`src/rtl/core/mlbm_pkg.sv`:
```
`timescale 1ns / 1ps

package mlbm_pkg;

  // Command codes carried with each input item.
  typedef enum logic [2:0] {
    OP_MIDI         = 3'd0,
    OP_LEARN_PARAM  = 3'd1,
    OP_LEARN_ACTION = 3'd2,
    OP_CANCEL_LEARN = 3'd3,
    OP_CLEAR_SLOT   = 3'd4
  } op_e;

  // Learn state.
  typedef enum logic [1:0] {
    LEARN_NONE   = 2'd0,
    LEARN_PARAM  = 2'd1,
    LEARN_ACTION = 2'd2
  } learn_e;

  // Sequencer states.
  typedef enum logic [1:0] {
    ST_IDLE = 2'b01,
    ST_SCAN = 2'b10
  } state_e;

  // Configuration register indexes.
  localparam logic CFG_PARAM_MASK  = 1'b0;
  localparam logic CFG_ACTION_MASK = 1'b1;

  // MIDI status constants.
  localparam logic [7:0] STATUS_SYSTEM = 8'hF0;
  localparam logic [3:0] TYPE_CC       = 4'hB;
  localparam logic [3:0] TYPE_NOTE_ON  = 4'h9;
  localparam logic [1:0] LEN_FULL      = 2'd3;

  // Number of slots that have a receiver mask bit.
  localparam int MaskBits = 16;

  // Contents of one binding slot (the valid bit is kept in flip-flops).
  typedef struct packed {
    logic       is_note;
    logic [3:0] channel;
    logic [6:0] number;
  } slot_entry_t;

endpackage

```
`src/rtl/core/midi_learn_binding_mapper.sv`:
```
`timescale 1ns / 1ps

// MIDI learn binding mapper.
// Input items arrive on the s_axis channel: tuser carries the command
// (MIDI message, learn parameter, learn action, cancel learn, clear slot)
// and tdata the message bytes and the target slot. Results leave on the
// m_axis channel, one transfer per firing slot in ascending slot order;
// tlast marks the final result of an input item.
// Learn, cancel and clear commands, and messages that are ignored or bound
// by a learn, complete on acceptance and give no result. A message to be
// dispatched walks the slot table stored in a memory with a registered read,
// one slot a cycle while the output does not stall; the next item is accepted
// once the walk is over.
// The last match found is held back one step so that tlast can be set on it.
// When the receiver stalls, the walk pauses on the next match while the output
// register is full; nothing is lost. Reset clears all bindings (valid bits in
// flip-flops), the learn state and both receiver masks.
// The receiver masks are written through the cfg port; the user must write
// them only while the block is idle, which the block itself does not enforce.

module midi_learn_binding_mapper #(
  parameter int NUM_SLOTS = 16
) (
  input  logic        clk_i,
  input  logic        rst_ni,
  // Configuration writes.
  input  logic        cfg_we_i,
  input  logic        cfg_idx_i,
  input  logic [15:0] cfg_data_i,
  // Input items.
  input  logic        s_axis_tvalid,
  output logic        s_axis_tready,
  // [1:0] msg_length, [9:2] status_byte, [17:10] data_one, [25:18] data_two,
  // [29:26] target_slot, [31:30] zero
  input  logic [31:0] s_axis_tdata,
  // [2:0] op
  input  logic [2:0]  s_axis_tuser,
  // Result items.
  output logic        m_axis_tvalid,
  input  logic        m_axis_tready,
  // [3:0] fired_slot, [10:4] cc_value, [15:11] zero
  output logic [15:0] m_axis_tdata,
  // [0] fire_kind
  output logic        m_axis_tuser,
  output logic        m_axis_tlast
);

  localparam int SW = (NUM_SLOTS > 1) ? $clog2(NUM_SLOTS) : 1;
  localparam int CW = $clog2(NUM_SLOTS + 1);

  // Input field extraction.
  logic [1:0] in_len;
  logic [7:0] in_status;
  logic [6:0] in_num;
  logic [6:0] in_val;
  logic [3:0] in_target;
  assign in_len    = s_axis_tdata[1:0];
  assign in_status = s_axis_tdata[9:2];
  assign in_num    = s_axis_tdata[16:10];
  assign in_val    = s_axis_tdata[24:18];
  assign in_target = s_axis_tdata[29:26];

  // Registers.
  mlbm_pkg::state_e       state_q, state_d;
  logic [15:0]            pmask_q, amask_q;
  logic [NUM_SLOTS-1:0]   slot_valid_q, slot_valid_d;
  mlbm_pkg::learn_e       learn_mode_q, learn_mode_d;
  logic [SW-1:0]          learn_slot_q, learn_slot_d;
  logic                   msg_note_q, msg_note_d;
  logic [3:0]             msg_ch_q, msg_ch_d;
  logic [6:0]             msg_num_q, msg_num_d;
  logic [6:0]             msg_val_q, msg_val_d;
  logic [CW-1:0]          iss_cnt_q, iss_cnt_d;
  logic                   e_vld_q, e_vld_d;
  logic [SW-1:0]          e_idx_q, e_idx_d;
  logic                   pend_vld_q, pend_vld_d;
  logic [SW-1:0]          pend_idx_q, pend_idx_d;
  logic                   out_vld_q, out_vld_d;
  logic [3:0]             out_slot_q, out_slot_d;
  logic                   out_kind_q, out_kind_d;
  logic [6:0]             out_val_q, out_val_d;
  logic                   out_last_q, out_last_d;

  // Memory port signals.
  logic                   mem_we;
  logic [SW-1:0]          mem_waddr;
  mlbm_pkg::slot_entry_t  mem_wdata;
  logic                   mem_re;
  mlbm_pkg::slot_entry_t  mem_rdata;

  mlbm_slot_mem #(
    .NUM_SLOTS(NUM_SLOTS),
    .SW       (SW)
  ) u_slot_mem (
    .clk_i  (clk_i),
    .we_i   (mem_we),
    .waddr_i(mem_waddr),
    .wdata_i(mem_wdata),
    .re_i   (mem_re),
    .raddr_i(iss_cnt_q[SW-1:0]),
    .rdata_o(mem_rdata)
  );

  // Receiver masks widened to the slot count; slots past the mask never fire.
  logic [NUM_SLOTS-1:0] pmask_ext, amask_ext;
  always_comb begin
    for (int i = 0; i < NUM_SLOTS; i++) begin
      pmask_ext[i] = (i < mlbm_pkg::MaskBits) ? pmask_q[i % mlbm_pkg::MaskBits] : 1'b0;
      amask_ext[i] = (i < mlbm_pkg::MaskBits) ? amask_q[i % mlbm_pkg::MaskBits] : 1'b0;
    end
  end

  // Target slot range check and index.
  logic [SW+3:0] tgt_ext;
  logic [SW-1:0] tgt_idx;
  logic          tgt_ok;
  assign tgt_ext = {{SW{1'b0}}, in_target};
  assign tgt_idx = tgt_ext[SW-1:0];
  assign tgt_ok  = 32'(in_target) < NUM_SLOTS;

  // Message decode.
  logic in_acc, is_msg, is_cc, is_note_on;
  assign in_acc     = s_axis_tvalid && s_axis_tready;
  assign is_msg     = (s_axis_tuser == mlbm_pkg::OP_MIDI) && (in_len == mlbm_pkg::LEN_FULL)
                      && (in_status < mlbm_pkg::STATUS_SYSTEM);
  assign is_cc      = is_msg && (in_status[7:4] == mlbm_pkg::TYPE_CC);
  assign is_note_on = is_msg && (in_status[7:4] == mlbm_pkg::TYPE_NOTE_ON) && (in_val != 7'd0);

  // Slot compare at the evaluation stage.
  logic match, out_free, stall, advance, iss_more;
  logic [SW+3:0] pend_ext;
  assign out_free = !out_vld_q || m_axis_tready;
  assign match    = e_vld_q && slot_valid_q[e_idx_q]
                    && (mem_rdata.is_note == msg_note_q)
                    && (mem_rdata.channel == msg_ch_q)
                    && (mem_rdata.number == msg_num_q)
                    && (msg_note_q ? amask_ext[e_idx_q] : pmask_ext[e_idx_q]);
  assign stall    = match && pend_vld_q && !out_free;
  assign advance  = (state_q == mlbm_pkg::ST_SCAN) && !stall;
  assign iss_more = iss_cnt_q < CW'(NUM_SLOTS);
  assign mem_re   = advance && iss_more;
  assign pend_ext = {4'b0, pend_idx_q};

  assign s_axis_tready = (state_q == mlbm_pkg::ST_IDLE);

  // Control and datapath next state.
  always_comb begin
    state_d      = state_q;
    slot_valid_d = slot_valid_q;
    learn_mode_d = learn_mode_q;
    learn_slot_d = learn_slot_q;
    msg_note_d   = msg_note_q;
    msg_ch_d     = msg_ch_q;
    msg_num_d    = msg_num_q;
    msg_val_d    = msg_val_q;
    iss_cnt_d    = iss_cnt_q;
    e_vld_d      = e_vld_q;
    e_idx_d      = e_idx_q;
    pend_vld_d   = pend_vld_q;
    pend_idx_d   = pend_idx_q;
    out_vld_d    = out_vld_q && !m_axis_tready;
    out_slot_d   = out_slot_q;
    out_kind_d   = out_kind_q;
    out_val_d    = out_val_q;
    out_last_d   = out_last_q;
    mem_we       = 1'b0;
    mem_waddr    = tgt_idx;
    mem_wdata    = '0;

    unique case (state_q)
      mlbm_pkg::ST_IDLE: begin
        if (in_acc) begin
          // Commands and learn binding complete in this cycle.
          priority if (s_axis_tuser == mlbm_pkg::OP_LEARN_PARAM
                       || s_axis_tuser == mlbm_pkg::OP_LEARN_ACTION) begin
            if (tgt_ok) begin
              learn_mode_d = (s_axis_tuser == mlbm_pkg::OP_LEARN_PARAM)
                             ? mlbm_pkg::LEARN_PARAM : mlbm_pkg::LEARN_ACTION;
              learn_slot_d = tgt_idx;
            end
          end else if (s_axis_tuser == mlbm_pkg::OP_CANCEL_LEARN) begin
            learn_mode_d = mlbm_pkg::LEARN_NONE;
            learn_slot_d = '0;
          end else if (s_axis_tuser == mlbm_pkg::OP_CLEAR_SLOT) begin
            if (tgt_ok) begin
              mem_we                = 1'b1;
              slot_valid_d[tgt_idx] = 1'b0;
            end
          end else if ((is_cc && learn_mode_q == mlbm_pkg::LEARN_PARAM)
                       || (is_note_on && learn_mode_q == mlbm_pkg::LEARN_ACTION)) begin
            mem_we                     = 1'b1;
            mem_waddr                  = learn_slot_q;
            mem_wdata.is_note          = is_note_on;
            mem_wdata.channel          = in_status[3:0];
            mem_wdata.number           = in_num;
            slot_valid_d[learn_slot_q] = 1'b1;
            learn_mode_d               = mlbm_pkg::LEARN_NONE;
            learn_slot_d               = '0;
          end else if (is_cc || is_note_on) begin
            // Dispatch: start walking the slot table.
            msg_note_d = is_note_on;
            msg_ch_d   = in_status[3:0];
            msg_num_d  = in_num;
            msg_val_d  = in_val;
            iss_cnt_d  = '0;
            e_vld_d    = 1'b0;
            pend_vld_d = 1'b0;
            state_d    = mlbm_pkg::ST_SCAN;
          end else begin
            state_d = mlbm_pkg::ST_IDLE;
          end
        end
      end

      mlbm_pkg::ST_SCAN: begin
        if (!iss_more && !e_vld_q) begin
          // Walk finished: send the held match as the last of the run.
          if (!pend_vld_q) begin
            state_d = mlbm_pkg::ST_IDLE;
          end else if (out_free) begin
            out_vld_d  = 1'b1;
            out_slot_d = pend_ext[3:0];
            out_kind_d = msg_note_q;
            out_val_d  = msg_note_q ? 7'd0 : msg_val_q;
            out_last_d = 1'b1;
            pend_vld_d = 1'b0;
            state_d    = mlbm_pkg::ST_IDLE;
          end
        end else if (advance) begin
          e_vld_d = iss_more;
          e_idx_d = iss_cnt_q[SW-1:0];
          if (iss_more) begin
            iss_cnt_d = iss_cnt_q + CW'(1);
          end
          if (match) begin
            // A newer match proves the held one is not last.
            if (pend_vld_q) begin
              out_vld_d  = 1'b1;
              out_slot_d = pend_ext[3:0];
              out_kind_d = msg_note_q;
              out_val_d  = msg_note_q ? 7'd0 : msg_val_q;
              out_last_d = 1'b0;
            end
            pend_vld_d = 1'b1;
            pend_idx_d = e_idx_q;
          end
        end
      end

      default: begin
        state_d = mlbm_pkg::ST_IDLE;
      end
    endcase
  end

  // Control registers.
  always_ff @(posedge clk_i or negedge rst_ni) begin
    if (!rst_ni) begin
      state_q      <= mlbm_pkg::ST_IDLE;
      slot_valid_q <= '0;
      learn_mode_q <= mlbm_pkg::LEARN_NONE;
      learn_slot_q <= '0;
      iss_cnt_q    <= '0;
      e_vld_q      <= 1'b0;
      pend_vld_q   <= 1'b0;
      out_vld_q    <= 1'b0;
      pmask_q      <= '0;
      amask_q      <= '0;
    end else begin
      state_q      <= state_d;
      slot_valid_q <= slot_valid_d;
      learn_mode_q <= learn_mode_d;
      learn_slot_q <= learn_slot_d;
      iss_cnt_q    <= iss_cnt_d;
      e_vld_q      <= e_vld_d;
      pend_vld_q   <= pend_vld_d;
      out_vld_q    <= out_vld_d;
      if (cfg_we_i) begin
        unique case (cfg_idx_i)
          mlbm_pkg::CFG_PARAM_MASK:  pmask_q <= cfg_data_i;
          mlbm_pkg::CFG_ACTION_MASK: amask_q <= cfg_data_i;
          default: ;
        endcase
      end
    end
  end

  // Payload registers.
  always_ff @(posedge clk_i) begin
    msg_note_q <= msg_note_d;
    msg_ch_q   <= msg_ch_d;
    msg_num_q  <= msg_num_d;
    msg_val_q  <= msg_val_d;
    e_idx_q    <= e_idx_d;
    pend_idx_q <= pend_idx_d;
    out_slot_q <= out_slot_d;
    out_kind_q <= out_kind_d;
    out_val_q  <= out_val_d;
    out_last_q <= out_last_d;
  end

  // Result channel.
  assign m_axis_tvalid = out_vld_q;
  assign m_axis_tdata  = {5'b0, out_val_q, out_slot_q};
  assign m_axis_tuser  = out_kind_q;
  assign m_axis_tlast  = out_last_q;

endmodule

```
`src/rtl/core/mlbm_slot_mem.sv`:
```
`timescale 1ns / 1ps

module mlbm_slot_mem #(
  parameter int NUM_SLOTS = 16,
  parameter int SW        = 4
) (
  input  logic                 clk_i,
  input  logic                 we_i,
  input  logic [SW-1:0]        waddr_i,
  input  mlbm_pkg::slot_entry_t wdata_i,
  input  logic                 re_i,
  input  logic [SW-1:0]        raddr_i,
  output mlbm_pkg::slot_entry_t rdata_o
);

  mlbm_pkg::slot_entry_t mem_q [NUM_SLOTS];
  mlbm_pkg::slot_entry_t rdata_q;

  // Single write port.
  always_ff @(posedge clk_i) begin
    if (we_i) begin
      mem_q[waddr_i] <= wdata_i;
    end
  end

  // Registered read; the data holds while no read is issued.
  always_ff @(posedge clk_i) begin
    if (re_i) begin
      rdata_q <= mem_q[raddr_i];
    end
  end

  assign rdata_o = rdata_q;

endmodule
```
`config.mk`:
```
export PLATFORM = sky130hd
export DESIGN_NAME = midi_learn_binding_mapper
export DESIGN_NICKNAME = d
export VERILOG_FILES = /design/src/rtl/core/mlbm_pkg.sv /design/src/rtl/core/midi_learn_binding_mapper.sv /design/src/rtl/core/mlbm_slot_mem.sv
export SDC_FILE = /design/constraint.sdc
export NUM_CORES = 1
export LEC_CHECK = 0
export ABC_AREA = 0
export BUFFER_PORTS_ARGS = -buffer_cell sky130_fd_sc_hd__buf_2
export CORE_UTILIZATION = 65
export CTS_CLUSTER_DIAMETER = 80
export DETAILED_ROUTE_END_ITERATION = 10
export GPL_TIMING_DRIVEN = 0
export PLACE_DENSITY_LB_ADDON = 0.25
export SLEW_MARGIN = 25
export SYNTH_ARGS = -nofsm -noshare
export SYNTH_HDL_FRONTEND = slang
export SYNTH_SLANG_ARGS = --single-unit
```
`constraint.sdc`:
```
create_clock -name clk_i -period 7.1 [get_ports clk_i]
set_input_delay 1.065 -clock clk_i [delete_from_list [all_inputs] [get_ports clk_i]]
set_output_delay 1.065 -clock clk_i [all_outputs]
set_load 0.02 [all_outputs]
```
==> key figures <==
Run status
  – Status: finished, final reports clean

Setup path
  – Setup slack, reg-to-reg: 3.58 ns
  – Reg-to-Reg End: u_slot_mem.mem_q[12][3]
  – Worst setup path endpoint: u_slot_mem.mem_q[12][3]
  – WS Path Type: in -> reg
  – Worst-path maximum fanout: 12
  – Crit start category: input port
  – Data arrival, critical path: between 4 and 5 ns
  – R2R Path Start: state_q[0]
  – Setup crit end kind: register
  – Length in cells of the worst reg-to-reg path: 7
  – Worst EP required: 7.28 ns
  – Crit path from: s_axis_tuser[2]

Route
  – First drt pass iteration count: 5
  – # DRC: 0
  – Final ANT Viol Nets: 0
  – DR vias: 6932
  – Wire length per cell: between 20 and 30 um
  – Number of DRC markers in iteration 0: 580
  – Routed vias/inst: 6.59
  – DRT Wirelength: 28600 um

Synth
  – Most frequent cell after synthesis: edfxtp_1
  – Yosys top cell area share: 58.7%
  – EDFF count, synth: 244
  – Sequential share of the synthesized area: 71.6%
  – Post-synthesis cell count: 690
  – Main synth FF type: edfxtp_1
  – Synth cell count leaders: edfxtp_1, mux4_2, dfrtp_1
  – Cell area after synthesis: 12500 um^2
  – YS warnings: 0
  – Post-synth ARST share: about a fifth
  – Synthesis-stage register bit count: 308
  – Distinct cell type count after synthesis: 55
  – Area leader, netlist: edfxtp_1
  – Syn Area/Cell: 18.1 um^2
  – Top cells by area, synth: edfxtp_1, dfrtp_1, mux4_2

Power and ir drop
  – Total power: between 3000 and 4000 uW
  – Clock power frac: 44.3%
  – Max VDD drop: 0.239 mV
  – P_leak: roughly 0.0055 uW
  – Logic pwr share: 3.6%
  – Internal power: 3060 uW
  – P per Cell Area: 268 nW/um^2
  – Sequential power share: 52.1%
  – Switch Pwr: 766 uW
  – Switching Share: 20.0%

CTS
  – Longest Clk Path Bufs: 3
  – CTS tree: built
  – CTS hold repair buffers: 0
  – TritonCTS Buffers: 30
  – H-tree levels: 1
  – Root buf cell: clkbuf_16
  – Clock sinks: 308
  – Post-CTS sizing: 0
  – Clock transition at path regs: approximately 0.060 ns
  – Post-CTS setup buffers: 0
  – Clock Latency Late Sink: 0.56 ns

Finish
  – Number of antenna diodes: 0
  – Layout area overhead: 14.4%
  – Share of cells above drive strength 1: a little under a third
  – Nets@finish: roughly 850

Global route
  – Number of global-route vias before repair: 7179
  – First-pass GRT wire length: ~42000 um
  – Overflow after GRT: 0
  – Pin count of the biggest net entering global routing: 65
  – GR Util All Layers: 30.3%
  – Initial antenna violation count: 0

Timing
  – Setup TNS: 0 ns
  – Setup Skew: between 0.01 and 0.015 ns
  – Unrepaired setup endpoints after global routing: false
  – Final Max Slew Viols: 0
  – Crit share post-route: approximately 56%
  – Final setup violation count: 0
  – Relative slew slack: 32.4%
  – Fin. Hold Viols: 0
  – Max Clock Freq: roughly 250 MHz
  – Fin crit period: roughly 4.0 ns
  – Slew @ Worst Pin: 1.01 ns

Worst hold path
  – Worst Hold Class: reg -> reg

Floorplanning
  – Die W: between 100 and 150 um
  – Die area: 19800 um^2
  – Rows: 50
  – Core footprint: approximately 19000 um^2
  – DIE HEIGHT: 141 um
  – Num ports: 77
  – Effective utilization at floorplan: 66.5%

Placement
  – Port bufs: 66
  – Final HPWL DP: 17900 um
  – Routability-driven placement congestion ratio: approximately 0.86

Flow run
  – Max cap viols: 0
worst min-delay path by stage:
stage	start	end	slack (ns)	depth (start not counted)
finish	pend_idx_q[1]	out_slot_q[1]	0.43	0
global route	pend_idx_q[3]	out_slot_q[3]	0.44	0
CTS	pend_idx_q[3]	out_slot_q[3]	0.43	0
detailed placement	pend_idx_q[3]	out_slot_q[3]	0.41	0
global placement	pend_idx_q[2]	out_slot_q[2]	0.41	0
floorplan	pend_idx_q[0]	out_slot_q[0]	0.40	0
cell type report:
cell class / count / area [um^2]
sequential: 308 / 8930
fill: 1050 / 4490
multi-input combinational: 341 / 3400
clock buffer: 34 / 766
timing repair buffer: 69 / 390
tap: 234 / 293
clock inverter: 21 / 290
buffer: 35 / 171
inverter: 10 / 37.5
power groups by stage:
stage	Clock [uW]	Sequential [uW]	Combinational (uW)
2_1_floorplan	0	2020	84.0
3_3_place_gp	0	2030	125
3_5_place_dp	0	2030	135
4_1_cts	1710	1990	137
5_1_grt	1770	2000	148
6_report	1700	1990	136
registers in the layout, summed over array words and instances, names as in the netlist, 4 cells and up:
| signal | count |
|---|---|
| u_slot_mem.mem_q | 192 |
| amask_ext | 16 |
| pmask_ext | 16 |
| slot_valid_q | 16 |
| u_slot_mem.rdata_o | 12 |
| msg_num_q | 7 |
| msg_val_q | 7 |
| out_val_q | 7 |
| iss_cnt_q | 5 |
| e_idx_q | 4 |
| learn_slot_q | 4 |
| msg_ch_q | 4 |
| out_slot_q | 4 |
| pend_idx_q | 4 |
kinds of logic (layout without fill, tap and decap cells):
| group | count (synthesis) | in the layout | synth area share (%) |
|---|---|---|---|
| flops | 308 | 308 | 71.6 |
| other cells | 1 | 5 | 0.0301 |
| compound gates | 69 | 69 | 3.72 |
| xor+xnor | 14 | 14 | 0.983 |
| fa+ha+maj | 1 | 1 | 0.100 |
| buf+inv | 45 | 169 | 1.62 |
| mux | 115 | 115 | 16.2 |
| simple gates | 137 | 137 | 5.78 |
cell usage in the layout (no fill, tap or decap), types with 8 or more instances in the layout:
master and instances:
mux2_2 34, nor2b_1 17, mux2i_1 15, nand2b_1 8, nor2_2 16, dfrtp_1 63
nor2_1 12, clkbuf_16 30, o21ai_0 38, inv_1 9, xor2_1 11, and2_1 14
buf_2 71, mux4_2 66, edfxtp_1 244, clkbuf_1 19, nand2_1 33
routing by layer:
layer	global-route usage, %	wire [um]	vias to the layer above
met1	37.8	10300	3542
met5	0	0	-
met2	52.3	14800	375
met4	15.8	1520	0
met3	4.24	2040	97
li1	-	-	2918
critical path: stages:
cell and delay (ns):
buf_2 0.15, or4b_4 0.57, a2111oi_4 0.39, a22oi_2 0.19, nor3_4 0.37, buf_6 0.22, mux2i_1 0.20, nand2_1 0.20
nor2_2 0.80
per-stage QoR:
| step | cell area [um^2] | cells | worst slack [ns] | hold WS, ns | util (%) |
|---|---|---|---|---|---|
| final | 14300 | 1052 | 3.09 | 0.427 | 76.1 |
| after global routing | 14300 | 1052 | 2.97 | 0.443 | 76.1 |
| after CTS | 14300 | 1052 | 3.08 | 0.430 | 76.0 |
| after detailed placement | 13200 | 997 | 2.52 | 0.412 | 70.4 |
| after global placement | 13100 | 994 | 2.23 | 0.408 | 69.9 |
| after floorplan | 12500 | 694 | 3.25 | 0.400 | - |
Power figures use the tool's default switching activity.
